==> src/hdl/fssm_pkg.sv <==
`default_nettype none

package fssm_pkg;

    localparam int MAX_PATTERN_DEF   = 16;
    localparam int POSITION_BITS_DEF = 32;

    localparam int BYTE_W     = 8;
    localparam int WORD_W     = 64;
    localparam int LEN_W      = 5;
    localparam int MATCH_W    = 32;
    localparam int CFG_IDX_W  = 2;
    localparam int PAT_BYTES  = 16;

    localparam logic [CFG_IDX_W-1:0] REG_PATTERN_LOW  = 2'd0;
    localparam logic [CFG_IDX_W-1:0] REG_PATTERN_HIGH = 2'd1;
    localparam logic [CFG_IDX_W-1:0] REG_PATTERN_LEN  = 2'd2;

    typedef logic [PAT_BYTES-1:0][BYTE_W-1:0] t_pattern;

    // Status from the window compare back to the control path.
    typedef struct packed {
        logic             hit;
        logic [LEN_W-1:0] eff_len;
    } t_match_info;

endpackage

`default_nettype wire

==> src/hdl/fssm_if.sv <==
`default_nettype none

interface fssm_byte_if;
    import fssm_pkg::*;

    logic              valid;
    logic              ready;
    logic [BYTE_W-1:0] stream_byte;

    modport source (output valid, output stream_byte, input ready);
    modport sink   (input valid, input stream_byte, output ready);
endinterface

interface fssm_result_if;
    import fssm_pkg::*;

    logic               valid;
    logic               ready;
    logic               found;
    logic [MATCH_W-1:0] match_position;

    modport source (output valid, output found, output match_position, input ready);
    modport sink   (input valid, input found, input match_position, output ready);
endinterface

interface fssm_cfg_if;
    import fssm_pkg::*;

    logic                 valid;
    logic                 ready;
    logic [CFG_IDX_W-1:0] index;
    logic [WORD_W-1:0]    data;

    modport source (output valid, output index, output data, input ready);
    modport sink   (input valid, input index, input data, output ready);
endinterface

`default_nettype wire

==> src/hdl/fssm_match.sv <==
`default_nettype none

module fssm_match #(
    parameter int MAX_PATTERN = fssm_pkg::MAX_PATTERN_DEF
) (
    input  fssm_pkg::t_pattern                            i_pattern,
    input  logic [fssm_pkg::LEN_W-1:0]                    i_length,
    input  logic [MAX_PATTERN-1:0][fssm_pkg::BYTE_W-1:0]  i_window,
    output fssm_pkg::t_match_info                         o_info
);
    import fssm_pkg::*;

    logic [LEN_W-1:0] clamped;
    logic [LEN_W-1:0] eff_len;
    logic             hit;

    // Clamp the length, then cut the pattern at its first zero byte.
    always_comb begin
        if (i_length > LEN_W'(MAX_PATTERN)) begin
            clamped = LEN_W'(MAX_PATTERN);
        end else begin
            clamped = i_length;
        end
        eff_len = clamped;
        for (int i = MAX_PATTERN - 1; i >= 0; i--) begin
            if ((LEN_W'(i) < clamped) && (i_pattern[i] == '0)) begin
                eff_len = LEN_W'(i);
            end
        end
    end

    // One compare set per candidate length; window entry 0 is the newest byte.
    always_comb begin
        logic ok;
        hit = 1'b0;
        for (int l = 1; l <= MAX_PATTERN; l++) begin
            ok = 1'b1;
            for (int i = 0; i < l; i++) begin
                if (i_pattern[i] != i_window[l-1-i]) begin
                    ok = 1'b0;
                end
            end
            if (eff_len == LEN_W'(l)) begin
                hit = ok;
            end
        end
    end

    assign o_info.hit     = hit;
    assign o_info.eff_len = eff_len;

endmodule

`default_nettype wire

==> src/hdl/first_substring_match_search.sv <==
`default_nettype none

// First-match substring search (strstr semantics) over a zero-terminated
// byte stream. Program the pattern through the config channel: register 0
// holds pattern bytes 0..7, register 1 bytes 8..15 (byte 0 in the low bits),
// register 2 the length; the pattern also ends at its first zero byte and a
// length above MAX_PATTERN counts as MAX_PATTERN. Write config only while the
// block is idle. Each input beat is one byte of the string; a zero byte ends
// the string and restarts the search. Exactly one result beat per string:
// found=1 with the start offset when the first match completes (later bytes
// of that string give nothing), or found=0, position 0, on the terminator.
// An empty pattern reports a match at offset 0 on the first byte. Offsets
// saturate at 2^POSITION_BITS-1 and at 2^32-1. The block takes one byte per
// cycle while results are taken; a result beat passes the input register,
// then the result register, before it is presented on the output. A result
// that waits for ready holds the byte behind it in the input register. The
// rate is set by the parallel window compare, which evaluates every pattern
// position combinationally.
module first_substring_match_search #(
    parameter int MAX_PATTERN   = fssm_pkg::MAX_PATTERN_DEF,
    parameter int POSITION_BITS = fssm_pkg::POSITION_BITS_DEF
) (
    input  wire            i_clk,
    input  wire            i_rst_n,
    fssm_cfg_if.sink       i_cfg,
    fssm_byte_if.sink      i_in,
    fssm_result_if.source  o_out
);
    import fssm_pkg::*;

    localparam logic [POSITION_BITS-1:0] POS_MAX = {POSITION_BITS{1'b1}};
    localparam int EXT_W = (POSITION_BITS > MATCH_W) ? POSITION_BITS : MATCH_W;

    // Config registers.
    logic [WORD_W-1:0] r_pat_low;
    logic [WORD_W-1:0] r_pat_high;
    logic [LEN_W-1:0]  r_pat_len;

    // Input register.
    logic              r_in_valid;
    logic [BYTE_W-1:0] r_in_byte;

    // Search state.
    logic [MAX_PATTERN-1:0][BYTE_W-1:0] r_win, n_win;
    logic [POSITION_BITS-1:0]           r_pos, n_pos;
    logic                               r_done;

    // Result register.
    logic               r_out_valid;
    logic               r_out_found;
    logic [MATCH_W-1:0] r_out_pos;

    logic               advance;
    logic               emit;
    logic               emit_found;
    logic [MATCH_W-1:0] emit_pos;
    logic               n_done;
    logic               restart;
    logic               take_byte;
    logic [EXT_W-1:0]   pos_ext;
    logic [POSITION_BITS-1:0] start_pos;
    t_match_info        info;

    assign i_cfg.ready = 1'b1;

    // Move the input beat forward whenever the result slot is free or draining.
    assign advance    = r_in_valid && (!r_out_valid || o_out.ready);
    assign i_in.ready = !r_in_valid || advance;

    // Shift the new byte into the window and bump the saturating offset.
    always_comb begin
        n_win[0] = r_in_byte;
        for (int k = 1; k < MAX_PATTERN; k++) begin
            n_win[k] = r_win[k-1];
        end
        n_pos = (r_pos == POS_MAX) ? r_pos : r_pos + 1'b1;
    end

    fssm_match #(
        .MAX_PATTERN (MAX_PATTERN)
    ) u_match (
        .i_pattern (t_pattern'({r_pat_high, r_pat_low})),
        .i_length  (r_pat_len),
        .i_window  (n_win),
        .o_info    (info)
    );

    // Start offset of a match ending at this byte, saturated twice over.
    always_comb begin
        if (n_pos == POS_MAX) begin
            start_pos = POS_MAX;
        end else if (n_pos >= POSITION_BITS'(info.eff_len)) begin
            start_pos = n_pos - POSITION_BITS'(info.eff_len);
        end else begin
            start_pos = '0;
        end
        pos_ext = EXT_W'(start_pos);
    end

    // Decide what this byte does: restart, update the search, emit a result, or nothing.
    always_comb begin
        emit       = 1'b0;
        emit_found = 1'b0;
        emit_pos   = '0;
        n_done     = r_done;
        restart    = 1'b0;
        take_byte  = 1'b0;
        if (r_in_byte == '0) begin
            // Terminator: report not-found (or the empty-pattern hit) once.
            emit       = !r_done;
            emit_found = (info.eff_len == '0);
            restart    = 1'b1;
            n_done     = 1'b0;
        end else if (!r_done) begin
            take_byte = 1'b1;
            if (info.eff_len == '0) begin
                emit       = 1'b1;
                emit_found = 1'b1;
                n_done     = 1'b1;
            end else if (info.hit) begin
                emit       = 1'b1;
                emit_found = 1'b1;
                n_done     = 1'b1;
                if (pos_ext > EXT_W'({MATCH_W{1'b1}})) begin
                    emit_pos = {MATCH_W{1'b1}};
                end else begin
                    emit_pos = pos_ext[MATCH_W-1:0];
                end
            end
        end
    end

    // Config writes.
    always_ff @(posedge i_clk) begin
        if (!i_rst_n) begin
            r_pat_low  <= '0;
            r_pat_high <= '0;
            r_pat_len  <= '0;
        end else if (i_cfg.valid) begin
            unique case (i_cfg.index)
                REG_PATTERN_LOW:  r_pat_low  <= i_cfg.data;
                REG_PATTERN_HIGH: r_pat_high <= i_cfg.data;
                REG_PATTERN_LEN:  r_pat_len  <= i_cfg.data[LEN_W-1:0];
                default: ;
            endcase
        end
    end

    // Input register: hold the byte until the search stage takes it.
    always_ff @(posedge i_clk) begin
        if (!i_rst_n) begin
            r_in_valid <= 1'b0;
        end else if (i_in.ready) begin
            r_in_valid <= i_in.valid;
        end
    end

    always_ff @(posedge i_clk) begin
        if (i_in.valid && i_in.ready) begin
            r_in_byte <= i_in.stream_byte;
        end
    end

    // Search state.
    always_ff @(posedge i_clk) begin
        if (!i_rst_n) begin
            r_win  <= '0;
            r_pos  <= '0;
            r_done <= 1'b0;
        end else if (advance) begin
            r_done <= n_done;
            if (restart) begin
                r_win <= '0;
                r_pos <= '0;
            end else if (take_byte) begin
                r_win <= n_win;
                r_pos <= n_pos;
            end
        end
    end

    // Result register: load on a result, drop the beat once taken.
    always_ff @(posedge i_clk) begin
        if (!i_rst_n) begin
            r_out_valid <= 1'b0;
        end else if (advance && emit) begin
            r_out_valid <= 1'b1;
        end else if (o_out.ready) begin
            r_out_valid <= 1'b0;
        end
    end

    always_ff @(posedge i_clk) begin
        if (advance && emit) begin
            r_out_found <= emit_found;
            r_out_pos   <= emit_pos;
        end
    end

    assign o_out.valid          = r_out_valid;
    assign o_out.found          = r_out_found;
    assign o_out.match_position = r_out_pos;

    // A not-found result always carries offset zero.
    a_notfound_zero: assert property (@(posedge i_clk) disable iff (!i_rst_n)
        o_out.valid && !o_out.found |-> o_out.match_position == '0)
        else $error("not-found result with nonzero position");

    // A result from a data byte closes the string.
    a_done_after_hit: assert property (@(posedge i_clk) disable iff (!i_rst_n)
        advance && emit && (r_in_byte != '0) |=> r_done)
        else $error("search not closed after match");

    // No second result within one string.
    a_one_per_string: assert property (@(posedge i_clk) disable iff (!i_rst_n)
        advance && r_done && (r_in_byte != '0) |-> !emit)
        else $error("second result in one string");

    // A full pipe with a stalled sink refuses new bytes.
    a_backpressure: assert property (@(posedge i_clk) disable iff (!i_rst_n)
        r_in_valid && r_out_valid && !o_out.ready |-> !i_in.ready)
        else $error("byte accepted while pipe is stalled");

endmodule

`default_nettype wire

==> src/flat_wrapper.sv <==
// flat-port wrapper written by rule: the top's interface ports become plain ports
module first_substring_match_search_flat import fssm_pkg::*;
#(
    parameter int MAX_PATTERN   = fssm_pkg::MAX_PATTERN_DEF,
    parameter int POSITION_BITS = fssm_pkg::POSITION_BITS_DEF
)
  (i_clk, i_rst_n, i_cfg_valid, i_cfg_index, i_cfg_data, i_cfg_ready, i_in_valid, i_in_stream_byte, i_in_ready, o_out_valid, o_out_found, o_out_match_position, o_out_ready);
  fssm_cfg_if i_cfg_i ();
  fssm_byte_if i_in_i ();
  fssm_result_if o_out_i ();
  input  wire i_clk;
  input  wire i_rst_n;
  input wire logic [$bits(i_cfg_i.valid)-1:0] i_cfg_valid;
  input wire logic [$bits(i_cfg_i.index)-1:0] i_cfg_index;
  input wire logic [$bits(i_cfg_i.data)-1:0] i_cfg_data;
  output wire logic [$bits(i_cfg_i.ready)-1:0] i_cfg_ready;
  input wire logic [$bits(i_in_i.valid)-1:0] i_in_valid;
  input wire logic [$bits(i_in_i.stream_byte)-1:0] i_in_stream_byte;
  output wire logic [$bits(i_in_i.ready)-1:0] i_in_ready;
  output wire logic [$bits(o_out_i.valid)-1:0] o_out_valid;
  output wire logic [$bits(o_out_i.found)-1:0] o_out_found;
  output wire logic [$bits(o_out_i.match_position)-1:0] o_out_match_position;
  input wire logic [$bits(o_out_i.ready)-1:0] o_out_ready;
  assign i_cfg_i.valid = i_cfg_valid;
  assign i_cfg_i.index = i_cfg_index;
  assign i_cfg_i.data = i_cfg_data;
  assign i_cfg_ready = i_cfg_i.ready;
  assign i_in_i.valid = i_in_valid;
  assign i_in_i.stream_byte = i_in_stream_byte;
  assign i_in_ready = i_in_i.ready;
  assign o_out_valid = o_out_i.valid;
  assign o_out_found = o_out_i.found;
  assign o_out_match_position = o_out_i.match_position;
  assign o_out_i.ready = o_out_ready;
  first_substring_match_search #(.MAX_PATTERN(MAX_PATTERN), .POSITION_BITS(POSITION_BITS)) u_core (.i_clk(i_clk), .i_rst_n(i_rst_n), .i_cfg(i_cfg_i), .i_in(i_in_i), .o_out(o_out_i));
endmodule
==> config.mk <==
export PLATFORM = sky130hd
export DESIGN_NAME = first_substring_match_search_flat
export DESIGN_NICKNAME = d
export VERILOG_FILES = /design/src/hdl/fssm_pkg.sv /design/src/hdl/fssm_if.sv /design/src/hdl/fssm_match.sv /design/src/hdl/first_substring_match_search.sv /design/src/flat_wrapper.sv
export SDC_FILE = /design/constraint.sdc
export NUM_CORES = 1
export LEC_CHECK = 0
export CORE_MARGIN = 2
export CORE_UTILIZATION = 40
export DETAILED_ROUTE_END_ITERATION = 10
export DONT_BUFFER_PORTS = 1
export GPL_TIMING_DRIVEN = 0
export HOLD_SLACK_MARGIN = 0.02
export PLACE_DENSITY = 0.55
export SETUP_SLACK_MARGIN = 0.15
export SLEW_MARGIN = 20
export SYNTH_ARGS = -nofsm -noshare
export SYNTH_HDL_FRONTEND = slang
export SYNTH_SLANG_ARGS = --single-unit
==> constraint.sdc <==
create_clock -name i_clk -period 5.7 [get_ports i_clk]
set_input_delay 1.14 -clock i_clk [delete_from_list [all_inputs] [get_ports i_clk]]
set_output_delay 1.14 -clock i_clk [all_outputs]
set_load 0.01 [all_outputs]
Word-level counts from Yosys, hierarchy flattened

Cells that the tools add are included.

Bits in registers: 329
Memory bits (writable): 0
Latch bits: 0
Memories: 0
Input port bits: 79
Logic and storage cells: 442
Output and inout bits: 36
ROM bits: 0

Bitwise operators: 1
Shift operators: 0
$lt $le $gt $ge: 19
Reduce and logical (&&, ||, !) cells: 50
Multipliers: 0
Eq/ne operators: 156
$add $sub $neg: 2
Mux-type cells: 189
Divide/modulo/power cells: 0

Operator list:

| kind                                                                         | count |
|---|---|
| 8-bit inequality test                                                        | 136 |
| 120-bit 2-to-1 mux                                                           | 2 |
| 32-bit 2-to-1 mux                                                            | 6 |
| 1-bit 2-to-1 mux                                                             | 164 |
| 8-bit logical NOT                                                            | 17 |
| 5-bit 2-to-1 mux                                                             | 17 |
| 32-bit equality test (second input constant)                                 | 2 |
| 5-bit by 4-bit equality test with 1-bit output (second input constant)       | 8 |
| 4-bit by 5-bit less-than comparator with 1-bit output (first input constant) | 8 |
| 32-bit by 1-bit adder with 32-bit output (second input constant)             | 1 |
| 32-bit by 5-bit >= comparator with 1-bit output                              | 1 |
| 32-bit greater-than comparator (second input constant)                       | 1 |
| 32-bit by 5-bit subtractor with 32-bit output                                | 1 |
| 5-bit by 3-bit equality test with 1-bit output (second input constant)       | 4 |
| 3-bit by 5-bit less-than comparator with 1-bit output (first input constant) | 4 |
| 1-bit logical AND                                                            | 19 |
| 5-bit by 2-bit equality test with 1-bit output (second input constant)       | 2 |
| 1-bit by 5-bit less-than comparator with 1-bit output (first input constant) | 2 |
| 2-bit by 5-bit less-than comparator with 1-bit output (first input constant) | 2 |
| 2-bit AND reduction                                                          | 4 |
| 5-bit by 1-bit equality test with 1-bit output (second input constant)       | 1 |
| 5-bit equality test (second input constant)                                  | 1 |
| 5-bit greater-than comparator (second input constant)                        | 1 |
| 5-bit logical NOT                                                            | 1 |
| 8 further kinds                                                              | 12 |

Depth between registers and ports, before layout

Depth after elaboration: 43
Gate-level depth with buffers: 22

Cells and area by module

A second synthesis with hierarchy kept.

Cells, all modules: 3,611
Area, all modules: 28,501.1 µm²

Modules (own cells, without submodules):

| module                       | area each (µm²) | cells an instance | instances |
|---|---|---|---|
| first_substring_match_search | 14,576.5        | 1,699             | 1 |
| fssm_match                   | 13,924.6        | 1,912             | 1 |

Worst setup path before layout

No wires, ideal clock.

Path type: flip-flop to flip-flop
From: register u_core.r_pat_low[16]
To: register u_core.r_out_found, in the netlist u_core.o_out.found (enable)
Required time: 5,216 ps
Path slack: -19 ps
Stages on the path, launching flop included: 12
Buffers on the path: 2
Arrival time: 5,235 ps
Period minus slack after synthesis: 5,719 ps
Cells stage by stage: dfxtp_1 -> clkbuf_1 -> clkbuf_1 -> xnor2_1 -> nand4_1 -> nor4_1 -> nand4_1 -> or4_1 -> o21ai_0 -> o211a_1 -> o21ai_0 -> a311oi_1

Longest elaborated chain between the ends: 27
Elaborated cells on any way between the ends: 162

Ends and longest elaborated chain:

| item                                           | RTL line                            | source |
|---|---|---|
| start: declaration                             | first_substring_match_search.sv:35  | `logic [WORD_W-1:0] r_pat_low;` |
| start signal: assignment                       | first_substring_match_search.sv:141 | `REG_PATTERN_LOW: r_pat_low <= i_cfg.data;` |
| 8-bit logical NOT                              | fssm_match.sv:26                    | `if ((LEN_W'(i) < clamped) && (i_pattern[i] == '0)) begin` |
| 1-bit logical AND                              | fssm_match.sv:26                    |  |
| 5-bit 2-to-1 mux (3 in series)                 | fssm_match.sv:26                    |  |
| 5-bit by 1-bit equality test with 1-bit output | fssm_match.sv:43                    | `if (eff_len == LEN_W'(l)) begin` |
| 1-bit 2-to-1 mux (16 in series)                | fssm_match.sv:43                    |  |
| 1-bit 2-to-1 mux                               | first_substring_match_search.sv:120 | `end else if (info.hit) begin` |
| 1-bit 2-to-1 mux (*)                           | first_substring_match_search.sv:116 | `if (info.eff_len == '0) begin` |
| 1-bit 2-to-1 mux (*)                           | first_substring_match_search.sv:114 | `end else if (!r_done) begin` |
| 1-bit 2-to-1 mux (*)                           | first_substring_match_search.sv:108 | `if (r_in_byte == '0) begin` |
| 1-bit logical AND (*)                          | first_substring_match_search.sv:194 | `if (advance && emit) begin` |
| end signal: assignment                         | first_substring_match_search.sv:195 | `r_out_found <= emit_found;` |
| end: declaration                               | first_substring_match_search.sv:50  | `logic r_out_found;` |

Mark *: on every way between the ends. The rest lies on a longest branch, timed or not.
A chain may end at the register's enable or synchronous reset.

Worst setup path in the final report

From: register u_core.r_in_byte[3]
To: register u_core.r_out_pos[24], in the netlist u_core.o_out.match_position[24] (enable)

Longest elaborated chain between the ends: 23
Elaborated cells on any way between the ends: 54

Ends and longest elaborated chain:

| item                            | RTL line                            | source |
|---|---|---|
| start: declaration              | first_substring_match_search.sv:41  | `logic [BYTE_W-1:0] r_in_byte;` |
| start signal: assignment        | first_substring_match_search.sv:160 | `r_in_byte <= i_in.stream_byte;` |
| 8-bit inequality test           | fssm_match.sv:39                    | `if (i_pattern[i] != i_window[l-1-i]) begin` |
| 1-bit 2-to-1 mux                | fssm_match.sv:39                    |  |
| 1-bit 2-to-1 mux (16 in series) | fssm_match.sv:43                    |  |
| 1-bit 2-to-1 mux                | first_substring_match_search.sv:120 |  |
| 1-bit 2-to-1 mux                | first_substring_match_search.sv:116 |  |
| 1-bit 2-to-1 mux                | first_substring_match_search.sv:114 |  |
| 1-bit 2-to-1 mux (*)            | first_substring_match_search.sv:108 |  |
| 1-bit logical AND (*)           | first_substring_match_search.sv:194 |  |
| end signal: assignment          | first_substring_match_search.sv:196 | `r_out_pos <= emit_pos;` |
| end: declaration                | first_substring_match_search.sv:51  | `logic [MATCH_W-1:0] r_out_pos;` |

Marks and branches as above.

==> results.md <==
- Status: complete, but fails checks
- Violated checks: negative setup slack
- Fin crit period: 5760 ps
- Die height: 272 µm
- Clk_lat worst skew: 620 ps
- Num CTS Buffers: 41
- Gr usage total: 53.7%
- # IOs: 115
- Seq cells post-synth: 329
- Layout cell share with drive strength beyond 1: 10.8%
- CORE AREA: 71100 µm²
- Seq pwr share: 33.5%
- Post-synth top flop: dfxtp_1
- DP Wirelength: 145000 µm
- Filler instances: 7346
- Final period util: 101%
- Top area cells in the synthesized netlist: xnor2_1 24%, dfxtp_1 20%, xor2_1 9.9%
- Top cell type's share of synthesized area: 23.9%
- # rows: 98
- PD cells: 232 nW/µm²
- Clk pwr share: 38.2%
- Sw frac: 35.5%
- Syn_area_per_cell: 7.87 µm²
- Hold Path Cell Cnt: 2
- Cells after synthesis: 3638
- Net Count, Synth: 3724
- Setup TNS: -988 ps
- DIE WIDTH: 272 µm
- Area of the multi-input gates: 20000 µm²
- Reg area: 7000 µm²
- Worst Skew: 33.8 ps
- Met1 wire length: 74400 µm
- CP required: 5990 ps
- GPL Wtd Cong: 1.13
- Leakage Power: 11.6 nW
- Worst-case reg-to-reg path depth: 13
- Comb pwr share: 28.3%
- YS warnings: 0
- DRC: 0
- Wire length per cell: 43.5 µm
- CP Class: register to register
- Syn Std Cell Area: 28600 µm²
- Worst rel slew slack: 9.14%
- Initial antenna violation count: 15
- Number of port buffers: 0
- Max-Cap Viols: 0
- Critical Path End Type: register
- Dpl ws: -894 ps
- Vias per cell: 6.70
- Synth unique cells: 88
- Area growth, synth to finish: 12.1%
- First-pass GRT wire length: 266000 µm
- Starting density of the core: 40.3%
- Post-synth EDFFs: 41
- # clock sinks: 329
- Maximum VDD drop: 229 µV
- Setup repair after global routing missed its margin: no
- CTS tree: done
- Met3 wire len: 32900 µm
- Fraction of registers with async set/reset: 0%
- Hold Violations, Final: 0
- Fmax achieved: 174 MHz
- Root cell of the clock tree: clkbuf_16
- Post-Route Utilization: 45.1%
- Hold Path Class: register to register
- Highest Signal Layer: met5
- Final WS setup: -62.9 ps
- Final number of setup-violating endpoints: 17
- Final wirelength: 204000 µm
- Sequential share of the synthesized area: 24.4%
- Crit start category: register
- Critical-path maximum fanout: 16
- Slew Viols, Final: 0
- Post-DRT Antenna Nets: 0
- Yosys top cell by area: xnor2_1
- Via count: 31364
- Die area: 73700 µm²
- Drt first pass iters: 6
- Largest net degree at the start of global routing: 17
- Internal: 4.81 mW
- Routed wl met2: 75600 µm
- Deepest clock path buffer count: 3
- Grt total ovfl: 0
- NetSw: 2.65 mW
- Number of global-route vias before repair: 28627
- Worst Tran Pin Value: 1360 ps
- Final layout net count: 3777
- DR iter-0 viols: 5378
- Crit path DAT: 6060 ps
- H-Tree Depth: 2
- Clk slew on worst S/H paths: 60 ps
-- cells in the mapped netlist (31+ instances only) --
cell      count
a21boi_0    256
nand4_1     227
buf_1        99
nor2b_1      41
nor3_1       31
clkbuf_1    314
a21oi_1      31
nor2_1       49
inv_1        43
dfxtp_1     288
edfxtp_1     41
xnor2_1     780
nand2_1     455
nor4_1      171
xor2_1      325
o21ai_0      31
nand3_1     150
-- registers in the layout, indices dropped and copies added, names as in the netlist --
register                     flops
u_core.n_win                   120
u_core.o_out.found               1
u_core.o_out.match_position     32
u_core.o_out.valid               1
u_core.r_done                    1
u_core.r_in_byte                 8
u_core.r_in_valid                1
u_core.r_pat_high               64
u_core.r_pat_len                 5
u_core.r_pat_low                64
u_core.r_pos                    32
-- stage by stage --
| step | cells | power (mW) | hold WS, ps | cell area (µm²) |
|---|---|---|---|---|
| after floorplan | 3638 | 3.77 | 454 | 28600 |
| after global placement | 4588 | 4.46 | 477 | 29800 |
| after detailed placement | 4597 | 4.47 | 484 | 30200 |
| after CTS | 4667 | 7.28 | 492 | 31900 |
| after global routing | 4673 | 7.57 | 501 | 32100 |
| final | 4681 | 7.46 | 495 | 32100 |
-- worst max-delay path, cell delays in order (launching register included) --
cell and delay (ps):
edfxtp_1 320, clkbuf_2 570, buf_1 960, xnor2_1 420
nand4_1 200, nor4_1 950, nand4_1 170, o31ai_1 380
o211a_1 300, o21ai_0 230, a311oi_4 330, buf_4 200
buf_6 190, buf_6 200
-- kinds of logic after synthesis --
| kind of cell | synth area share, % |
|---|---|
| multiplexers | 0.503 |
| adder cells (fa/ha/maj) | 0.332 |
| AO/OA/AOI/OAI | 11.5 |
| XOR/XNOR | 33.8 |
| other | 0.0131 |
| buffers and inverters | 6.80 |
| AND/OR/NAND/NOR | 22.6 |
| flip-flops | 24.4 |
-- placed cells by master, fill, tap and decap left out, types with 15 or more instances in the layout --
cell type | synthesis | layout
buf_1 | 99 | 31
clkbuf_1 | 314 | 178
nand4_1 | 227 | 227
nor4_1 | 171 | 152
xnor2_1 | 780 | 778
nor3_1 | 31 | 29
a21oi_1 | 31 | 30
nand2_1 | 455 | 455
buf_4 | 6 | 17
nor2_1 | 49 | 47
clkbuf_16 | 0 | 44
inv_1 | 43 | 43
and2_1 | 15 | 15
edfxtp_1 | 41 | 41
buf_2 | 27 | 81
a21boi_0 | 256 | 255
a22oi_1 | 24 | 24
dfxtp_1 | 288 | 283
xor2_1 | 325 | 325
o21ai_0 | 31 | 31
nand3_1 | 150 | 148
nor3_2 | 20 | 22
clkbuf_2 | 0 | 132
nor2b_1 | 41 | 41
-- per-layer routing --
metal | global-route usage [%] | vias to the layer above
met5 | 1.03 | -
met4 | 42.5 | 12
met3 | 28.2 | 1013
met2 | 70.9 | 2990
met1 | 64.2 | 14940
li1 | - | 12409
-- power by group through the flow --
stage / clock, mW / sequential [mW] / combinational, mW
5_1_grt: 2.92 / 2.50 / 2.15
6_report: 2.85 / 2.50 / 2.11
3_3_place_gp: 0 / 2.53 / 1.93
3_5_place_dp: 0 / 2.53 / 1.94
2_1_floorplan: 0 / 2.51 / 1.25
4_1_cts: 2.84 / 2.49 / 1.95
-- worst paths after layout --
path / slack (ps) / end / from
worst max-delay path: -60 / u_core.o_out.match_position[24] / u_core.r_in_byte[3]
worst min register to register: 500 / u_core.n_win[122] / u_core.n_win[122]
worst min-delay path: 500 / u_core.n_win[122] / u_core.n_win[122]
worst max register to register: -60 / u_core.o_out.match_position[24] / u_core.r_in_byte[3]
-- final cells by class --
type	instances	area share (%)
Inverter	44	0.530
Sequential cell	329	21.8
Tap cell	950	3.70
Buffer	443	6.55
Multi-Input combinational cell	2815	62.2
Timing Repair Buffer	17	0.698
Clock buffer	60	3.75
Clock inverter	15	0.663
Antenna cell	8	0.0624
-- what timing repair did --
item	4_1_cts	5_1_grt
setup endpoints to repair	65	67
pin swaps	3	9
resized for setup	63	103
setup buffers	2	5
hold buffers	0	0
endpoints found under the hold margin	0	0
Note: power is estimated with default switching activity, not from simulation.
